## config.mk

```make
export PLATFORM = sky130hd
export DESIGN_NAME = lcgcc_mul_stage
export DESIGN_NICKNAME = d
export VERILOG_FILES = /design/src/design/lcgcc_pkg.sv /design/src/design/lcgcc_mul_stage.sv
export SDC_FILE = /design/constraint.sdc
export NUM_CORES = 2
export LEC_CHECK = 0
export ABC_AREA = 1
export CELL_PAD_IN_SITES_DETAIL_PLACEMENT = 0
export CELL_PAD_IN_SITES_GLOBAL_PLACEMENT = 1
export CORE_ASPECT_RATIO = 1.25
export CORE_MARGIN = 5
export CORE_UTILIZATION = 40
export DETAILED_ROUTE_END_ITERATION = 7
export DONT_BUFFER_PORTS = 1
export PLACE_DENSITY = 0.66
export SYNTH_ARGS = -nofsm -noshare
export SYNTH_HDL_FRONTEND = slang
export SYNTH_SLANG_ARGS = --single-unit
```

## constraint.sdc

```tcl
create_clock -name aclk -period 20.7 [get_ports aclk]
set_clock_uncertainty 0.05 [all_clocks]
set_input_delay 1.035 -clock aclk [delete_from_list [all_inputs] [get_ports aclk]]
set_output_delay 1.035 -clock aclk [all_outputs]
set_load 0.005 [all_outputs]
```

## src/design/lcgcc_pkg.sv

```systemverilog
package lcgcc_pkg;

    localparam int VALUE_BITS = 16;
    localparam int PROD_BITS  = 2 * VALUE_BITS;
    localparam int LANES      = 5;
    localparam int IN_BITS    = ((2 * VALUE_BITS + 7) / 8) * 8;
    localparam int OUT_BITS   = ((2 * VALUE_BITS + 1 + 7) / 8) * 8;
    localparam int REG_COUNT  = 4;
    localparam int IDX_BITS   = $clog2(REG_COUNT);

    typedef enum logic [IDX_BITS-1:0] {
        REG_FIRST  = 2'd0,
        REG_SECOND = 2'd1,
        REG_THIRD  = 2'd2,
        REG_FOURTH = 2'd3
    } reg_idx_t;

    typedef logic [VALUE_BITS-1:0] value_t;

    typedef struct packed {
        value_t                            modulus;
        logic                              small_mod;
        logic [LANES-1:0][PROD_BITS-1:0]   num;
        logic [LANES-1:0][VALUE_BITS-1:0]  rem;
    } red_t;

    typedef struct packed {
        logic   match;
        value_t increment;
        value_t predicted_next;
    } result_t;

endpackage

```

## src/design/lcgcc_mul_stage.sv

```systemverilog
module lcgcc_mul_stage
    import lcgcc_pkg::*;
(
    input  logic   aclk,
    input  logic   aresetn,
    input  logic   in_valid,
    output logic   in_ready,
    input  value_t multiplier,
    input  value_t modulus,
    input  value_t x1,
    input  value_t x2,
    input  value_t x3,
    input  value_t x4,
    output logic   out_valid,
    input  logic   out_ready,
    output red_t   out_data
);

    logic valid_reg;
    red_t data_reg;
    red_t data_next;

    assign in_ready = !valid_reg || out_ready;

    always_comb begin
        data_next = '0;
        data_next.modulus   = modulus;
        data_next.small_mod = (modulus < VALUE_BITS'(2));
        data_next.num[0]    = PROD_BITS'(multiplier) * PROD_BITS'(x1);
        data_next.num[1]    = PROD_BITS'(multiplier) * PROD_BITS'(x2);
        data_next.num[2]    = PROD_BITS'(multiplier) * PROD_BITS'(x3);
        data_next.num[3]    = PROD_BITS'(multiplier) * PROD_BITS'(x4);
        data_next.num[4]    = PROD_BITS'(x2);
    end

    always_ff @(posedge aclk) begin
        if (!aresetn) begin
            valid_reg <= 1'b0;
        end else if (in_ready) begin
            valid_reg <= in_valid;
        end
        if (in_valid && in_ready) begin
            data_reg <= data_next;
        end
    end

    assign out_valid = valid_reg;
    assign out_data  = data_reg;

endmodule

```

### After elaboration in Yosys (flattened, before gate mapping)

Index checks and enable logic that the tools add are counted.

* register bits: 162
* output and inout port bits: 259
* word-level logic and storage cells: 16
* input port bits: 100

* multiply operators: 4
* $lt $le $gt $ge: 1
* reduce and logical (&&, ||, !) cells: 3

Operator list (number)
* $mul 16x16->32: 4
* $lt 16x2->1 const B: 1
* $logic_and 1x1->1: 1
* $logic_not 1->1: 1
* $logic_or 1x1->1: 1

### Logic depth before layout (Yosys ltp)

* depth after elaboration: 3
* mapped depth: 27
* gate-level depth less buffers: 25

### Worst setup path after synthesis

No wires, ideal clock.

* path type: in2reg
* from: input port in_valid
* to: register data_reg, in the netlist out_data[100], enable pin
* path slack: 11104 ps
* stages on the path: 2
* setup time: 734 ps
* arrival time: 8812 ps
* path buffers: 0
* cells stage by stage: inv_1 > a21oi_1

* word-level cells in the longest chain between the ends: 1

Ends and longest elaborated chain
* start: declaration: line lcgcc_mul_stage.sv:6 `input logic in_valid,`
* $logic_and 1x1->1: line lcgcc_mul_stage.sv:42 `if (in_valid && in_ready) begin`
* end signal: assignment: line lcgcc_mul_stage.sv:43 `data_reg <= data_next;`
* end: declaration: line lcgcc_mul_stage.sv:20 `red_t data_reg;`

No other way between the ends.
A chain may end at the register's enable or synchronous reset.

==> flow_summary.json <==
{
  "cp_data_required_time_ns": 20.95,
  "ant_nets": 0,
  "cts_htree_levels": 4,
  "timing.final.crit_share_pct": 26.4,
  "worst-path-buf-inv": 5,
  "hold_end": "out_data[222]",
  "setup_viol": 0,
  "async_flop_share_pct": 0,
  "crit_family": "adder cells",
  "critical_path_class": "input pin to register",
  "drive_gt1_share_pct": 2.18,
  "nets": 6825,
  "critical_path_arrival_ns": 5.71,
  "drcViolationCount": 0,
  "synth_seq_area_share_pct": 11.2,
  "synthDistinctLibCells": 31,
  "wl_per_cell_um": 16.5,
  "synth_area_mm2": 0.0435,
  "gr-usage-met3_pct": 3.59,
  "num_io_pins": 359,
  "achievable-frequency_mhz": 183,
  "min_path_cells": 0,
  "grtUsageMet2_pct": 38.5,
  "clkTransAtPathRegs_ns": 0.08,
  "place.gp.congestion": 0.841,
  "grt_overflow_total": 0,
  "cts_max_path_buffers": 2,
  "root_buffer": "clkbuf_16",
  "reg2reg_to": "out_data[102]",
  "slowest_delay_ns": 0.54,
  "worstRegToRegCells": 3,
  "final_common_cell": "nand2_1",
  "grt_usage_pct": 20.5,
  "fin_util_pct": 41.3,
  "critPathSlowestCell": "fa_1",
  "fin_tns_setup_ns": 0,
  "drt-pass1-iter-count": 5,
  "final-hold-violation-count": 0,
  "max_slew_margin_pct": 34.8,
  "setup.worst_path.end_class": "register",
  "synth_edf_count": 161,
  "worst_hold_slack_ns": 0.531,
  "min_from": "x2[14]",
  "cts_hold_buf": 0,
  "syn_inst": 5752,
  "antennaDiodeCount": 0,
  "core_area_mm2": 0.108,
  "yosys_warnings": 0,
  "hpwl_um": 89800,
  "critPathMaxFanout": 64,
  "wl_um": 115000,
  "portBuffers": 0,
  "busiest_layer": "met2",
  "r2r-start": "out_valid",
  "outcome": "finished clean",
  "rows": 135,
  "clk-insertion-delay-late_ns": 0.54,
  "cp-start-kind": "input pin",
  "routed_via_density": 4.61,
  "cts_resized": 0,
  "drtIter0Drc": 1225,
  "period_needed_ns": 5.46,
  "crit_chain": "nand2_1, fa_1, inv_1, fa_1, inv_1, fa_1, inv_1, fa_1, fa_1, inv_1, fa_1, inv_1, ha_1, nand2_1, nor2_2, nand3_1, nand3_2, nand2_1, nand3_1, nand2_1",
  "tightest_slew_ns": 0.978,
  "grt_pass1_vias": 34900,
  "rsz0062_at_grt": "false",
  "die_width_um": 305,
  "grt_start_max_net_pins": 65,
  "start_util_pct": 40.2,
  "cap_violations": 0,
  "numCtsBuffers": 17,
  "die_h_um": 379,
  "antenna_found_initial": 0,
  "ys.flop_type": "edfxtp_1",
  "area_growth_pct": 2.79,
  "num_vias": 32200,
  "grtUsageMet1_pct": 24.3,
  "die_area_mm2": 0.115,
  "synth_area_per_cell_um2": 7.56,
  "clock-sinks": 162,
  "post_cts_buffers": 0,
  "synth_seq_cells": 162,
  "hold_path.class": "input pin to register",
  "path_common_cell": "fa_1",
  "final_cell_mix": "nand2_1 (1812), inv_1 (1750), fa_1 (776), ha_1 (416), edfxtp_1 (161)",
  "worst-path-stages": 20,
  "grt_pass1_wl_um": 187000,
  "slew_violations": 0,
  "cts_tree": "done",
  "reg2reg_setup_slack_ns": 18.39
}
-- cells by family after synthesis --
family	share of synthesized area, %
xor+xnor	1.45
compound gates	0.938
simple gates	19.9
other cells	0.00862
flops	11.2
buf+inv	18.8
fa+ha+maj	47.7
-- synth_stat cells, types with 24 or more instances --
cell type  instances  area, um2
nand3_2           25        250
nor2_2            24        150
edfxtp_1         161       4830
clkbuf_1         198        743
xor2_1            63        552
a21oi_1           67        335
inv_1           1750       6570
nand2_1         1812       6800
nor2_1           125        469
buf_4             96        721
buf_1             42        158
ha_1             416       5200
nand3_1          117        586
nand2_2           29        181
fa_1             776      15500
-- worst reg2reg max path, stage by stage, from the launching register on --
cell and delay (ns):
dfxtp_1 0.36, a21oi_4 0.15, buf_4 0.45, buf_4 0.76
-- registers in the layout (all words and copies together) (netlist names) --
name and count:
out_data 161, out_valid 1
-- per-layer routing --
| layer | vias up | part of all wire, % |
|---|---|---|
| met4 | 0 | 2.1 |
| met3 | 111 | 4.4 |
| li1 | 15500 | - |
| met5 | - | 0 |
| met1 | 16000 | 40 |
| met2 | 582 | 53 |
-- metrics by stage --
stage          cells  setup slack, ns  cell area (um2)
2_1_floorplan   5847            11.10            43800
3_3_place_gp    6952            14.69            44100
3_5_place_dp    6952            14.64            44100
4_1_cts         6984            15.28            44700
5_1_grt         6984            14.98            44700
6_report        6984            15.24            44700
-- layout make-up --
class | instances | area [um2]
Fill cell | 11400 | 63600
Inverter | 1751 | 6570
Clock buffer | 17 | 425
Timing Repair Buffer | 3 | 22.5
Tap cell | 1438 | 1800
Multi-Input combinational cell | 3598 | 30800
Sequential cell | 162 | 4850
Clock inverter | 15 | 219
-- worst max path at each step --
| stage | from | end | slack, ns |
|---|---|---|---|
| finish | multiplier[7] | out_data[167] | 15.24 |
| global route | multiplier[8] | out_data[135] | 14.98 |
| CTS | multiplier[7] | out_data[199] | 15.28 |
| detailed placement | multiplier[7] | out_data[199] | 14.64 |
| global placement | multiplier[7] | out_data[167] | 14.69 |
| floorplan | in_valid | out_data[100] | 11.10 |
Power is not shown: default switching activity piles up to over one toggle a cycle in this logic, so the estimate is an artifact.
