`src/design/lcgcc_pkg.sv`:
```
package lcgcc_pkg;

    localparam int VALUE_BITS = 16;
    localparam int PROD_BITS  = 2 * VALUE_BITS;
    localparam int LANES      = 5;
    localparam int IN_BITS    = ((2 * VALUE_BITS + 7) / 8) * 8;
    localparam int OUT_BITS   = ((2 * VALUE_BITS + 1 + 7) / 8) * 8;
    localparam int REG_COUNT  = 4;
    localparam int IDX_BITS   = $clog2(REG_COUNT);

    typedef enum logic [IDX_BITS-1:0] {
        REG_FIRST  = 2'd0,
        REG_SECOND = 2'd1,
        REG_THIRD  = 2'd2,
        REG_FOURTH = 2'd3
    } reg_idx_t;

    typedef logic [VALUE_BITS-1:0] value_t;

    typedef struct packed {
        value_t                            modulus;
        logic                              small_mod;
        logic [LANES-1:0][PROD_BITS-1:0]   num;
        logic [LANES-1:0][VALUE_BITS-1:0]  rem;
    } red_t;

    typedef struct packed {
        logic   match;
        value_t increment;
        value_t predicted_next;
    } result_t;

endpackage

```
`src/design/lcgcc_mod_cell.sv`:
```
module lcgcc_mod_cell
    import lcgcc_pkg::*;
(
    input  logic aclk,
    input  logic aresetn,
    input  logic in_valid,
    output logic in_ready,
    input  red_t in_data,
    output logic out_valid,
    input  logic out_ready,
    output red_t out_data
);

    logic valid_reg;
    red_t data_reg;
    red_t data_next;
    logic [VALUE_BITS:0] trial [LANES];

    assign in_ready = !valid_reg || out_ready;

    // one restoring step per lane: shift in the next numerator bit
    always_comb begin
        data_next = in_data;
        for (int i = 0; i < LANES; i++) begin
            trial[i] = {in_data.rem[i], in_data.num[i][PROD_BITS-1]};
            if (trial[i] >= {1'b0, in_data.modulus}) begin
                trial[i] = trial[i] - {1'b0, in_data.modulus};
            end
            data_next.rem[i] = trial[i][VALUE_BITS-1:0];
            data_next.num[i] = {in_data.num[i][PROD_BITS-2:0], 1'b0};
        end
    end

    always_ff @(posedge aclk) begin
        if (!aresetn) begin
            valid_reg <= 1'b0;
        end else if (in_ready) begin
            valid_reg <= in_valid;
        end
        if (in_valid && in_ready) begin
            data_reg <= data_next;
        end
    end

    assign out_valid = valid_reg;
    assign out_data  = data_reg;

endmodule

```
`config.mk`:
```
export PLATFORM = sky130hd
export DESIGN_NAME = lcgcc_mod_cell
export DESIGN_NICKNAME = d
export VERILOG_FILES = /design/src/design/lcgcc_pkg.sv /design/src/design/lcgcc_mod_cell.sv
export SDC_FILE = /design/constraint.sdc
export NUM_CORES = 1
export LEC_CHECK = 0
export BUFFER_PORTS_ARGS = -buffer_cell sky130_fd_sc_hd__buf_2
export CELL_PAD_IN_SITES_DETAIL_PLACEMENT = 0
export CELL_PAD_IN_SITES_GLOBAL_PLACEMENT = 2
export CORE_ASPECT_RATIO = 2
export CORE_MARGIN = 2
export CORE_UTILIZATION = 30
export CTS_BUF_LIST = sky130_fd_sc_hd__clkbuf_4 sky130_fd_sc_hd__clkbuf_8
export DETAILED_ROUTE_END_ITERATION = 12
export PLACE_DENSITY = 0.8
export SLEW_MARGIN = 20
export SYNTH_ARGS = -nofsm -noshare
export SYNTH_HDL_FRONTEND = slang
export SYNTH_SLANG_ARGS = --single-unit
export TNS_END_PERCENT = 50
```
`constraint.sdc`:
```
create_clock -name aclk -period 9.83 [get_ports aclk]
set_input_delay 0.983 -clock aclk [delete_from_list [all_inputs] [get_ports aclk]]
set_output_delay 0.983 -clock aclk [all_outputs]
set_load 0.02 [all_outputs]
```
# == Yosys cells after proc, flatten, opt, wreduce, memory -nomap -nowiden ==
# Index checks and enable logic that the tools add are counted.
# word_totals
reg_bits,253
in_bits,261
out_inout_bits,259
elab_cells,31
# op_classes
add_sub_neg,5
magnitude_cmp,5
mux,5
reduce_logical,3
# op_table
op,n
>= comparator 17 x 16 -> 1 bit,5
two-way mux 16 bit,5
subtractor 16 bit,5
logical AND 1 bit,1
logical NOT 1 bit,1
logical OR 1 bit,1

# == Depth between registers and ports, before layout ==
# logic_depth
ltp_word,3
ltp_mapped,11
mapped_depth_nobuf,11

# == Worst setup path before layout ==
# No wires, ideal clock.
# synth_path
path_kind,input-to-reg
startpoint,in out_ready
endpoint,"reg data_reg (netlist bit out_data[0]), enable pin"
setup_ns,0.644
t_arrival_ns,7.000
path_slack_ns,2.186
path_stages,2
cell_sequence,nand2b_1 > and2_1
# synth_between
elab_chain_cells,2
# synth_lines
item,line,text
start: declaration,lcgcc_mod_cell.sv:10,"input logic out_ready,"
logical OR 1 bit,lcgcc_mod_cell.sv:19,assign in_ready = !valid_reg || out_ready;
logical AND 1 bit,lcgcc_mod_cell.sv:40,if (in_valid && in_ready) begin
end signal: assignment,lcgcc_mod_cell.sv:41,data_reg <= data_next;
end: declaration,lcgcc_mod_cell.sv:15,red_t data_reg;
# No other way between the ends.
# A chain may end at the register's enable or synchronous reset.

==> flow_summary.ini <==
[status]
status = finished, final reports clean

[final_layout]
filler_cell_count = 3953
area_growth_syn_to_layout_pct = 32.6
post_route_cells_drive_above_1_share = 0.448
layout.cell_area.non_filler_um2 = 16500
filler_free_cell_count_of_the_finished_design = 2005
nets = 1785
layout.cells.most_common_list = buf_2 (514), edfxtp_1 (252), ha_1 (80)
layout_commonest_cell = buf_2

[timing]
period_minus_slack_ns = 3.69
fmaxAchievable_mhz = 271
min_period_over_period = 0.375
fin_setup_tns_ns = 0
worst_clock_skew_ns = 0.0207
hold_fails_final_rpt = 0
slew_viol_final = 0
finalHoldWorstSlack_ns = 0.562
slew_headroom = 0.313
rsz_0062_raised_after_global_routing = no
final-setup-viol-count = 0
max_slew.worst_pin.slew_ns = 1.03

[floorplanning]
floorplan.initialDensity = 0.303
die-width_um = 148
core_region_area_um2 = 41000
dieArea_um2 = 43200
num_rows = 105
boundaryPins = 520
die_height_um = 292

[synthesis]
synthDistinctLibCells = 67
synthDominantAreaCellType = edfxtp_1
part_of_the_yosys_area_used_for_sequential_elements = 0.610
syn-instance-count = 891
ys_async_sr_fraction = 0
mappedNetlistArea_um2 = 12400
area_share_of_the_leading_cell_type_in_the_synthesized_netlist = 0.609
synth_edf_count = 252
dominantRegCellSynth = edfxtp_1
ys_ff_latch = 253
ys_top_cells_by_area = edfxtp_1 (61%), ha_1 (8.1%), mux2_2 (4.8%), xnor2_1 (2.7%), a21oi_1 (2.2%)
synthesis.area_per_instance_um2 = 13.9
yosys_warnings = 0

[route]
vias = 9642
initialDrtViolationCount = 335
drt-wirelength-per-cell_um = 21.8
drcViolationCount = 0
drt_pass1_iterations = 4
drt.antenna.violating_nets = 0
drt-total-wl_mm = 43.8
avgViaCountPerCell = 4.81

[critical_path]
path_delay_family = compound AO/OA/AOI/OAI gates
required_worst_endpoint_ns = 10.13
critical_path.cell_chain = buf_2 -> inv_1 -> ha_1 -> nor2b_1 -> o31a_1 -> o21ai_0 -> nand3_1 -> o21ai_1 -> buf_4 -> mux2_2
cp.buffers_inverters = 3
cpMaxStageDelayCell = o21ai_1
cpPeakStageDelay_ns = 0.56
worstPathArrival_ns = 3.98
worst-setup-path-type = input pin to flop
worst_setup_path_end_kind = flop
crit_fanout = 20
worst_setup_path_start_kind = input pin

[clocking]
cts-buffers-inserted = 38
clock_latency_ns = 0.57
postCtsSetupBuffers = 0
clock_sink_count = 253
root_buffer = clkbuf_8
clock_tree.htree_level_count = 2
cts-hold-fix-buffers = 0
cts_tree = done
cts-root-to-sink-buffers = 3
post_cts.resized_instances = 0
clk_pin_slew_ns = 0.06

[global_routing]
largest_net_degree_at_the_start_of_global_routing = 167
grt-ovfl-total = 0
grt_use_total = 0.194
grt_pass1_vias = 9876
grt_first_pass_wirelength_mm = 62.1
antenna_found_initial = 17

[placement]
placed_cells_incl_taps = 1934
post_dp_cell_area_um2 = 15600
port_buffers = 514
globalplace.congestion = 0.950
detailed_place_hpwl_mm = 35.0

[min_path]
min_path_type = flop to flop

[pwr]
leakage_uw = 0.00704
vdd.ir_drop.worst_mv = 0.106
power.density_cell_area_nw_per_um2 = 179

[job]
maxCapViolCount = 0
-- per-stage QoR --
stage / worst slack, ns / util / power, uW
detailed placement: 5.50 / 0.382 / 2020
global route: 5.84 / 0.402 / 3090
floorplan: 2.19 / - / 1790
global placement: 5.53 / 0.382 / 2020
finish: 6.14 / 0.402 / 2950
CTS: 6.13 / 0.402 / 3010
-- report_power, final --
part | leakage (uW) | internal (uW) | total, uW | switching (uW)
combinational | 0.00418 | 260 | 664 | 404
sequential | 0.00245 | 1300 | 1330 | 24.8
clock | 0.000420 | 516 | 960 | 444
-- per-layer routing --
layer	vias up	global-route usage	wire, um
met4	16	0.0560	1120
met5	-	0	103
met3	80	0.0569	3670
li1	4521	-	-
met1	4580	0.197	15100
met2	445	0.378	23800
-- logic make-up after synthesis --
family                   after synthesis  share of synthesized area
AND/OR/NAND/NOR                      162                     0.0654
buffers and inverters                 56                     0.0196
XOR/XNOR                              59                     0.0416
flip-flops                           253                      0.610
multiplexers                          67                     0.0630
AO/OA/AOI/OAI                        208                      0.111
other                                  1                   0.000302
adder cells (fa/ha/maj)               85                     0.0886
-- cell type report --
class / count / area [um^2] / area share
flip-flops and latches: 253 / 7590 / 0.460
clock inverters: 22 / 233 / 0.0141
diodes: 2 / 5.00 / 0.000304
multi-input cells: 586 / 4620 / 0.280
inverters: 42 / 158 / 0.00957
clock buffers: 47 / 597 / 0.0362
well taps: 535 / 669 / 0.0406
repair buffers: 518 / 2620 / 0.159
-- cell usage after synthesis (5+ instances only) --
master,number
a211oi_1,13
mux2_2,53
nor4_1,5
nand4b_1,5
nor3_1,9
nand2b_1,9
inv_1,42
o31ai_1,7
nand3_1,8
xor2_1,21
fa_1,5
a31oi_1,5
xnor2_1,38
nor2_1,33
a21o_1,16
nor2b_1,9
a21oi_1,54
and3_1,7
mux2_4,9
ha_1,80
edfxtp_1,252
o21a_1,10
nand2_1,50
o21ai_0,54
buf_4,6
and2_1,5
nand4_1,12
o21bai_1,9
-- sequential cells by signal (all words and copies together), names as in the netlist --
register and flops:
out_valid 1, out_data 252
-- final timing paths --
kind                                   start            end  slack [ns]  cells after the start
worst min-delay path               out_valid      out_valid        0.56                      2
worst max register to register     out_valid  out_data[162]        7.72                      3
worst min register to register     out_valid      out_valid        0.56                      2
worst max-delay path            in_data[242]    out_data[3]        6.14                     10
-- worst min-delay path, cell delays in order (launching register included) --
cell and delay (ns):
dfxtp_1 0.31, nand2b_1 0.10, a21boi_0 0.10
Note: power is estimated with default switching activity, not from simulation.
