### src/design/lcgcc_pkg.sv
package lcgcc_pkg;

    localparam int VALUE_BITS = 16;
    localparam int PROD_BITS  = 2 * VALUE_BITS;
    localparam int LANES      = 5;
    localparam int IN_BITS    = ((2 * VALUE_BITS + 7) / 8) * 8;
    localparam int OUT_BITS   = ((2 * VALUE_BITS + 1 + 7) / 8) * 8;
    localparam int REG_COUNT  = 4;
    localparam int IDX_BITS   = $clog2(REG_COUNT);

    typedef enum logic [IDX_BITS-1:0] {
        REG_FIRST  = 2'd0,
        REG_SECOND = 2'd1,
        REG_THIRD  = 2'd2,
        REG_FOURTH = 2'd3
    } reg_idx_t;

    typedef logic [VALUE_BITS-1:0] value_t;

    typedef struct packed {
        value_t                            modulus;
        logic                              small_mod;
        logic [LANES-1:0][PROD_BITS-1:0]   num;
        logic [LANES-1:0][VALUE_BITS-1:0]  rem;
    } red_t;

    typedef struct packed {
        logic   match;
        value_t increment;
        value_t predicted_next;
    } result_t;

endpackage

### src/design/lcgcc_check.sv
module lcgcc_check
    import lcgcc_pkg::*;
(
    input  logic    aclk,
    input  logic    aresetn,
    input  logic    in_valid,
    output logic    in_ready,
    input  red_t    in_data,
    input  value_t  x2,
    input  value_t  x3,
    input  value_t  x4,
    output logic    out_valid,
    input  logic    out_ready,
    output result_t out_data
);

    typedef struct packed {
        value_t                           modulus;
        logic                             small_mod;
        value_t                           incr;
        value_t                           incr_mod;
        logic [REG_COUNT-1:0][VALUE_BITS-1:0] rem;
    } mid_t;

    logic    mid_valid_reg;
    mid_t    mid_reg;
    mid_t    mid_next;
    logic    mid_ready;
    logic    res_valid_reg;
    result_t res_reg;
    result_t res_next;
    logic [VALUE_BITS:0] sum [REG_COUNT];
    value_t  nxt [REG_COUNT];
    value_t  r1;
    value_t  x2m;

    assign mid_ready = !res_valid_reg || out_ready;
    assign in_ready  = !mid_valid_reg || mid_ready;

    // increment and increment mod m
    always_comb begin
        r1  = in_data.rem[0];
        x2m = in_data.rem[4];
        mid_next.modulus   = in_data.modulus;
        mid_next.small_mod = in_data.small_mod;
        for (int i = 0; i < REG_COUNT; i++) begin
            mid_next.rem[i] = in_data.rem[i];
        end
        if (x2 >= r1) begin
            mid_next.incr = x2 - r1;
        end else begin
            mid_next.incr = VALUE_BITS'(({1'b0, x2} + {1'b0, in_data.modulus}) - {1'b0, r1});
        end
        if (x2m >= r1) begin
            mid_next.incr_mod = x2m - r1;
        end else begin
            mid_next.incr_mod = VALUE_BITS'(({1'b0, x2m} + {1'b0, in_data.modulus}) - {1'b0, r1});
        end
    end

    // next values and transition check
    always_comb begin
        for (int i = 0; i < REG_COUNT; i++) begin
            sum[i] = {1'b0, mid_reg.rem[i]} + {1'b0, mid_reg.incr_mod};
            if (sum[i] >= {1'b0, mid_reg.modulus}) begin
                sum[i] = sum[i] - {1'b0, mid_reg.modulus};
            end
            nxt[i] = sum[i][VALUE_BITS-1:0];
        end
        res_next.match = !mid_reg.small_mod && (nxt[0] == x2) && (nxt[1] == x3)
                         && (nxt[2] == x4);
        res_next.increment      = mid_reg.small_mod ? '0 : mid_reg.incr;
        res_next.predicted_next = mid_reg.small_mod ? '0 : nxt[3];
    end

    always_ff @(posedge aclk) begin
        if (!aresetn) begin
            mid_valid_reg <= 1'b0;
            res_valid_reg <= 1'b0;
        end else begin
            if (in_ready) begin
                mid_valid_reg <= in_valid;
            end
            if (mid_ready) begin
                res_valid_reg <= mid_valid_reg;
            end
        end
        if (in_valid && in_ready) begin
            mid_reg <= mid_next;
        end
        if (mid_valid_reg && mid_ready) begin
            res_reg <= res_next;
        end
    end

    assign out_valid = res_valid_reg;
    assign out_data  = res_reg;

endmodule

### config.mk
export PLATFORM = sky130hd
export DESIGN_NAME = lcgcc_check
export DESIGN_NICKNAME = d
export VERILOG_FILES = /design/src/design/lcgcc_pkg.sv /design/src/design/lcgcc_check.sv
export SDC_FILE = /design/constraint.sdc
export NUM_CORES = 1
export LEC_CHECK = 0
export BUFFER_PORTS_ARGS = -buffer_cell sky130_fd_sc_hd__buf_2
export CORE_MARGIN = 1.5
export CORE_UTILIZATION = 51
export DETAILED_ROUTE_END_ITERATION = 10
export GPL_TIMING_DRIVEN = 1
export PLACE_DENSITY = 0.75
export SYNTH_ARGS = -nofsm -noshare
export SYNTH_HDL_FRONTEND = slang
export SYNTH_SLANG_ARGS = --single-unit
### constraint.sdc
create_clock -name aclk -period 15.5 [get_ports aclk]
set_input_delay 1.55 -clock aclk [delete_from_list [all_inputs] [get_ports aclk]]
set_output_delay 1.55 -clock aclk [all_outputs]
set_load 0.1 [all_outputs]
-- After elaboration in Yosys (flattened, before gate mapping)
Cells that the tools add are included.
- reductions and logical operators: 10
- $add $sub $neg: 14
- muxes and demuxes: 6
- eq/ne operators: 3
- magnitude comparators: 6
- operators with widths (kind ; number):
    16-bit subtractor ; 8
    16-bit 2-to-1 mux ; 6
    16-bit by 16-bit adder with 17-bit output ; 4
    17-bit by 16-bit >= comparator with 1-bit output ; 4
    16-bit equality test ; 3
    16-bit adder ; 2
    16-bit >= comparator ; 2
    1-bit logical AND ; 5
    1-bit zero test ; 3
    1-bit logical OR ; 2
- logic and storage cells: 52
- flip-flop bits (word level): 148
- input port bits: 309

-- Logic depth before layout (Yosys ltp)
Gate-level depths: netlist of run 1.
- depth in word-level cells: 7
- depth in mapped cells: 23

-- Worst setup path before layout of run 1
OpenSTA, ideal clock, no wires.
- path kind: input -> register
- from: input out_ready
- to: register mid_reg[0] (netlist name), enable pin
- setup time: 484 ps
- data arrival time: 5004 ps
- data required time: 15016 ps
- stages: 3
- path slack: 10012 ps
- cells stage by stage: nor2b_1 nand2_1 and2_1
- longest elaborated chain between the ends: 3
- ends and longest elaborated chain (what ; line ; source):
    start: declaration ; lcgcc_check.sv:13 ; input logic out_ready,
    1-bit logical OR ; lcgcc_check.sv:37 ; assign mid_ready = !res_valid_reg || out_ready;
    1-bit logical OR ; lcgcc_check.sv:38 ; assign in_ready = !mid_valid_reg || mid_ready;
    net in_ready ; lcgcc_check.sv:7 ; output logic in_ready,
    1-bit logical AND ; lcgcc_check.sv:88 ; if (in_valid && in_ready) begin
    end signal: assignment ; lcgcc_check.sv:89 ; mid_reg <= mid_next;
    end: declaration ; lcgcc_check.sv:26 ; mid_t mid_reg;
The timed path passes the listed nets, and every way through them passes these cells.
A chain may end at the register's enable or synchronous reset.

==> impl_metrics.ini, run 1 <==
[status]
outcome = complete, no violations

[timing]
hold_violations = 0
worstMarginPinSlew_ns = 1.21
layout_setup_ws_ns = 8.30
finalClockSkew_ns = 0.0134
fin_crit_ns = 7.20
rsz0062_at_grt = no
fmax_mhz = 139
slew_violations = 0
maxSlewHeadroom_pct = 17.0
finalCritPeriodShare_pct = 46.5
setup_viol = 0
fin_tns_setup_ns = 0

[synth]
seq_area_frac_synth_pct = 27.5
synth_area_leaders = edfxtp_1 27%, ha_1 15%, xnor2_1 6.5%, fa_1 5.0%, inv_1 4.7%
synth_fp_nets = 2288
synth_area_mm2 = 0.0161
synth_warnings = 0
synth-seq-cells = 148
yosysUniqueCellTypes = 86
ys.flop_type = edfxtp_1
synth_area_per_cell_um2 = 9.20
synth_top_cell_area_share_pct = 27.3
synth_top_cell_by_area = edfxtp_1
async_reset_ff_share_pct = 0
synth_edf_count = 146
synthCells = 1748

[clock_network]
cts_resized = 0
cts_sinks = 148
holdBufCountCts = 0
cts-buffers-inserted = 17
cts_tree = built
clockRootBuffer = clkbuf_16
clk_path_buf_depth = 2
path_clk_slew_ns = 0.07
ctsHtreeMaxLevel = 4
insertion_delay_ns = 0.46
cts_setup_buffers = 0

[worst_hold_path]
hold_depth = 1
holdCritPathClass = register to register

[place]
io_buffer_count = 183
place_ws_ns = 8.38
gp_congestion = 0.945
dp_hpwl_um = 39500
post-place-cells = 2311

[routing]
routedWlPerCell_um = 20.5
dr.pass1.iters = 5
vias = 14000
via_per_inst = 5.97
drtIter0Drc = 770
drc_errors = 0
drt-total-wl_um = 47900
ant_nets = 0

[finish]
final_cells = 2342
fin_util_pct = 58.5
largest_register_ffs = 113
area_growth_syn_to_layout_pct = 12.2
diodes = 0
drive_gt1_share_pct = 13.7
nets = 2474

[die]
die_x_um = 181
design.core.area_mm2 = 0.0308
top_level_ports = 344
dieHeight_um = 181
dieArea_mm2 = 0.0326
start_util_pct = 52.2
rows = 64

[pwr]
swShare_pct = 48.3
powerDensity_mw_per_mm2 = 176
clkPwrFrac_pct = 13.4
p_sw_mw = 1.54
ir_drop_mv = 0.0943
p_int_mw = 1.64
p_seq_share_pct = 17.2
finalPower_mw = 3.18
total_leakage_power_nw = 8.19
combPwrFrac_pct = 69.5

[worst_setup_path]
reg2reg_from = mid_reg[65]
crit_start = mid_reg[65]
cp_max_fo = 28
r2r_setup_slack_ns = 8.30
r2r_end = out_data[32]
startpoint_type = register
required_ns = 15.73
r2r_cells = 18
criticalPathCategory = register to register
crit_path_end = out_data[32]
end_kind = register
cp.arrival_ns = 7.43

[run]
max_cap_viol_count = 0

[grt]
grt_antenna_before_repair = 0
grt_pass1_wl_um = 75000
grtUsageTotal_pct = 29.9
grt_max_degree = 62
grt_pass1_vias = 14300
grt-ovfl-total = 0
power by group through the flow:
stage,clock (mW),combinational (mW),sequential (mW)
6_report,0.425,2.21,0.546
5_1_grt,0.447,2.42,0.549
4_1_cts,0.431,2.18,0.545
3_5_place_dp,0,2.16,0.553
3_3_place_gp,0,2.13,0.553
2_1_floorplan,0,1.61,0.623
final cells by class:
type	instances	area (um^2)
clock buffer	17	425
clock inverter	14	165
fill	2741	12800
inverter	201	754
multi-input combinational	1379	10800
sequential	148	4420
tap	396	495
timing repair buffer	187	946
logic make-up after synthesis:
group           after synthesis  synth area share (%)
mux                          48                  3.03
fa+ha+maj                   231                  19.8
flops                       148                  27.5
simple gates                462                  14.3
buf+inv                     221                  5.23
compound gates              447                  19.5
xor+xnor                    191                  10.7
worst min-delay path by stage:
stage | from | to | slack [ns]
final | mid_valid_reg | out_valid | 0.53
after global routing | mid_reg[93] | out_data[29] | 0.57
after CTS | mid_valid_reg | out_valid | 0.54
after detailed placement | mid_valid_reg | out_valid | 0.52
after global placement | mid_valid_reg | out_valid | 0.50
after floorplan | mid_valid_reg | out_valid | 0.48
stage by stage:
stage,instance area [um^2],hold slack [ns]
2_1_floorplan,16100,0.477
3_3_place_gp,17500,0.503
3_5_place_dp,17500,0.521
4_1_cts,18000,0.537
5_1_grt,18000,0.574
6_report,18000,0.532
metal layers:
layer  global-route usage, %  vias to the layer above  share of wire (%)
met5                       0                        -                  0
met4                    10.7                        0                3.3
met3                    4.18                       84                5.1
met2                    53.8                      454                 50
met1                    36.6                     6693                 42
li1                        -                     6741                  -
layout by cell type, fill, tap and decap left out, types with 7 or more instances in the layout:
cell | Yosys | final
a211oi_1 | 20 | 20
a21o_1 | 48 | 48
a21oi_1 | 106 | 106
a31o_2 | 9 | 9
a31oi_1 | 15 | 14
and2_1 | 11 | 10
and3_1 | 16 | 16
buf_2 | 5 | 183
clkbuf_16 | 0 | 17
edfxtp_1 | 146 | 146
fa_1 | 40 | 40
ha_1 | 191 | 191
inv_1 | 201 | 201
mux2i_1 | 43 | 43
nand2_1 | 95 | 95
nand2b_1 | 18 | 18
nand3_1 | 38 | 38
nand4_1 | 17 | 17
nor2_1 | 125 | 125
nor2b_1 | 44 | 43
nor3_1 | 49 | 49
o2111ai_1 | 13 | 13
o211ai_1 | 22 | 22
o21a_1 | 30 | 30
o21ai_0 | 67 | 67
o21bai_1 | 13 | 13
o221ai_1 | 8 | 8
o22ai_1 | 8 | 8
o31a_1 | 7 | 7
o31ai_1 | 10 | 10
or2_2 | 9 | 9
or3_1 | 14 | 14
xnor2_1 | 120 | 120
xor2_1 | 68 | 68
critical path, stage by stage (launching register included):
cell       delay, ns
edfxtp_1        0.56
ha_1            0.36
a211o_1         0.33
a2111oi_0       1.03
nor4_1          0.28
o31a_1          0.41
xnor2_1         0.38
inv_1           0.09
ha_1            0.34
and3_1          0.20
a211oi_1        0.20
a2bb2oi_1       0.28
nand4_2         0.67
and3_1          0.48
a311oi_1        0.20
o311ai_0        0.24
nor4_1          0.35
nand4_1         0.16
nor4_2          0.39
Yosys cell counts, drive strengths merged, types with 14 or more instances:
master	instances
o21a	30
inv	201
nand2b	18
mux2i	43
a21o	48
a31oi	16
ha	191
clkbuf	14
xor2	68
nor2b	44
o211ai	22
a211oi	21
o2111ai	14
xnor2	120
edfxtp	146
o21ai	69
a21oi	109
nand3	38
and3	16
nor3	49
or3	14
nand2	95
nor2	125
fa	40
nand4	18
Power figures use the tool's default switching activity.
==> run 2, diff against run 1 <==
--- a/config.mk
+++ b/config.mk
@@ -5,12 +5,13 @@
 export SDC_FILE = /design/constraint.sdc
 export NUM_CORES = 1
 export LEC_CHECK = 0
+export ABC_AREA = 1
 export BUFFER_PORTS_ARGS = -buffer_cell sky130_fd_sc_hd__buf_2
 export CORE_MARGIN = 1.5
 export CORE_UTILIZATION = 51
 export DETAILED_ROUTE_END_ITERATION = 10
 export GPL_TIMING_DRIVEN = 1
-export PLACE_DENSITY = 0.75
+export PLACE_DENSITY = 0.78
 export SYNTH_ARGS = -nofsm -noshare
 export SYNTH_HDL_FRONTEND = slang
 export SYNTH_SLANG_ARGS = --single-unit
==> constraint.sdc (replaced) <==
create_clock -name aclk -period 6.1 [get_ports aclk]
set_input_delay 0.61 -clock aclk [delete_from_list [all_inputs] [get_ports aclk]]
set_output_delay 0.61 -clock aclk [all_outputs]
set_load 0.1 [all_outputs]
==> run 2 against run 1 <==
  * Global-route usage grew 3.6 points
  * Die area up 7.8%
  * Sequential cell count stayed put
  * Wire length rose by 23%
  * Fmax is 47% higher
  * Sequential share of layout area down 1.6 points
  * Non-clock buffer count is 2 lower
  * Critical path depth increased by 9
  * Synthesized cell count up 42%
  * Area after synthesis is 8.0% higher
  * Critical path type unchanged
  * Critical endpoint unchanged
  * Highest routed layer unchanged
==> impl_metrics.ini, run 2 <==
[clock_network]
cts_setup_buffers = 0
cts-buffers-inserted = 17
clk_path_buf_depth = 2
holdBufCountCts = 0
cts_resized = 0
ctsHtreeMaxLevel = 4
cts_tree = built
cts_sinks = 148
path_clk_slew_ns = 0.07
clockRootBuffer = clkbuf_16
insertion_delay_ns = 0.45

[routing]
drtIter0Drc = 1533
drc_errors = 0
via_per_inst = 5.49
routedWlPerCell_um = 18.9
vias = 17200
dr.pass1.iters = 6
drt-total-wl_um = 59100
ant_nets = 0

[die]
dieArea_mm2 = 0.0352
design.core.area_mm2 = 0.0335
top_level_ports = 344
dieHeight_um = 188
die_x_um = 188
start_util_pct = 51.8
rows = 67

[worst_setup_path]
r2r_cells = 27
end_kind = register
r2r_setup_slack_ns = 1.22
path_common_cell = nand2_1
cp_top_family = simple AND/OR/NAND/NOR gates
required_ns = 6.41
crit_slowest_cell = edfxtp_1
startpoint_type = register
r2r_end = out_data[32]
reg2reg_from = mid_reg[64]
criticalPathCategory = register to register
critPathBufInv = 3
cp.arrival_ns = 5.19
cp_max_fo = 21
critPathMaxStageDelay_ns = 0.52

[grt]
grt_antenna_before_repair = 6
grtUsageTotal_pct = 33.6
grt_max_degree = 75
use_met3_pct = 5.32
grt-ovfl-total = 0
grt_pass1_vias = 16100
grtUsageMet2_pct = 54.7
met1_usage_pct = 43.5
busiest_layer = met2
grt_pass1_wl_um = 89200

[synth]
synth_top_cell_area_share_pct = 25.2
synth_area_leaders = edfxtp_1 25%, nand2_1 16%, ha_1 14%, inv_1 9.3%, nand3_1 5.7%
yosysMostFrequentCell = nand2_1
synth_commonest_cells = 744 x nand2_1, 429 x inv_1, 199 x nand3_1
synth_area_mm2 = 0.0174
synth_edf_count = 146
seq_area_frac_synth_pct = 25.5
synth_top_cell_by_area = edfxtp_1
synth-seq-cells = 148
ys.flop_type = edfxtp_1
synth_warnings = 0
yosysUniqueCellTypes = 54
synth_area_per_cell_um2 = 7.01
synthCells = 2478
synth_fp_nets = 3018
async_reset_ff_share_pct = 0

[finish]
nets = 3201
drive_gt1_share_pct = 10.7
area_growth_syn_to_layout_pct = 11.4
layout_commonest_cell = nand2_1
mostFrequentLayoutCells = 744 x nand2_1, 428 x inv_1, 199 x nand3_1
largest_register_ffs = 113

[status]
outcome = complete, no violations

[timing]
timing.hold.ws_ns = 0.326
finalClockSkew_ns = 0.0112
fin_tns_setup_ns = 0
slew_violations = 0
rsz0062_at_grt = no
worstMarginPinSlew_ns = 1.05
finalCritPeriodShare_pct = 80.1
fin_crit_ns = 4.88
hold_violations = 0
setup_viol = 0
fmax_mhz = 205
maxSlewHeadroom_pct = 30.0

[pwr]
total_leakage_power_nw = 10.4
powerDensity_mw_per_mm2 = 409
ir_drop_mv = 0.251

[place]
dp_hpwl_um = 47800
io_buffer_count = 183
gp_congestion = 1.01

[run]
max_cap_viol_count = 0

[worst_hold_path]
min-delay-start = in_data[54]
holdCritPathClass = primary input to register
hold_end = mid_reg[54]
hold_depth = 1
-- run 2: worst register-to-register path: cells and delay by family, from the launching register on --
kind            cells  cell delay (ns)
buf+inv             3             0.23
fa+ha+maj           3             1.05
compound gates      1             0.17
simple gates       19             2.46
xor+xnor            1             0.32
flops               1             0.52
-- run 2: how the worst max path moves through the flow --
stage	to	start	cells past startpoint	slack, ns
detailed placement	out_data[32]	mid_reg[64]	25	1.29
global route	out_data[32]	mid_reg[65]	26	0.96
CTS	out_data[32]	mid_reg[64]	25	1.28
global placement	out_data[32]	mid_reg[65]	24	1.37
floorplan	mid_reg[0]	out_valid	3	1.62
finish	out_data[32]	mid_reg[64]	27	1.22
-- run 2: kinds of logic (layout without fill, tap and decap cells) --
family	after synthesis	count (layout)	share of synthesized area, %
AOI/OAI and AO/OA	310	310	9.93
other	0	5	0
xor gates and xnor gates	121	121	6.10
and+or+nand+nor	1206	1206	29.5
adders and majority gates	231	231	18.4
buffers and inverters	458	654	10.3
DFF	148	148	25.5
muxes	4	4	0.245
-- run 2: per-stage QoR --
| stage | setup slack [ns] | cells | total power [mW] | util (%) | cell area (um^2) |
|---|---|---|---|---|---|
| final | 1.22 | 3127 | 7.91 | 57.7 | 19300 |
| after global routing | 0.960 | 3124 | 8.55 | 57.7 | 19300 |
| after CTS | 1.28 | 3122 | 7.82 | 57.6 | 19300 |
| after detailed placement | 1.29 | 3090 | 6.65 | 55.8 | 18700 |
| after global placement | 1.37 | 3090 | 6.57 | 55.8 | 18700 |
| after floorplan | 1.62 | 2478 | 5.40 | - | 17400 |
-- run 2: power by group --
| part | total (mW) | switching [mW] | internal [mW] |
|---|---|---|---|
| Combinational | 5.36 | 3.58 | 1.78 |
| Sequential | 1.40 | 0.119 | 1.28 |
| Clock | 1.14 | 0.519 | 0.623 |
-- run 2: cell type report --
| class | count | area, um^2 |
|---|---|---|
| fillers | 3231 | 14200 |
| repair buffers | 185 | 931 |
| diodes | 5 | 12.5 |
| inverters | 437 | 1640 |
| well taps | 448 | 561 |
| clock inverters | 15 | 186 |
| multi-input cells | 1872 | 11200 |
| flip-flops and latches | 148 | 4420 |
| clock buffers | 17 | 425 |
-- run 2: routing by layer --
layer / up-vias / part of all wire (%)
li1: 8382 / -
met1: 7889 / 41
met2: 772 / 45
met3: 113 / 9.0
met4: 0 / 5.1
met5: - / 0
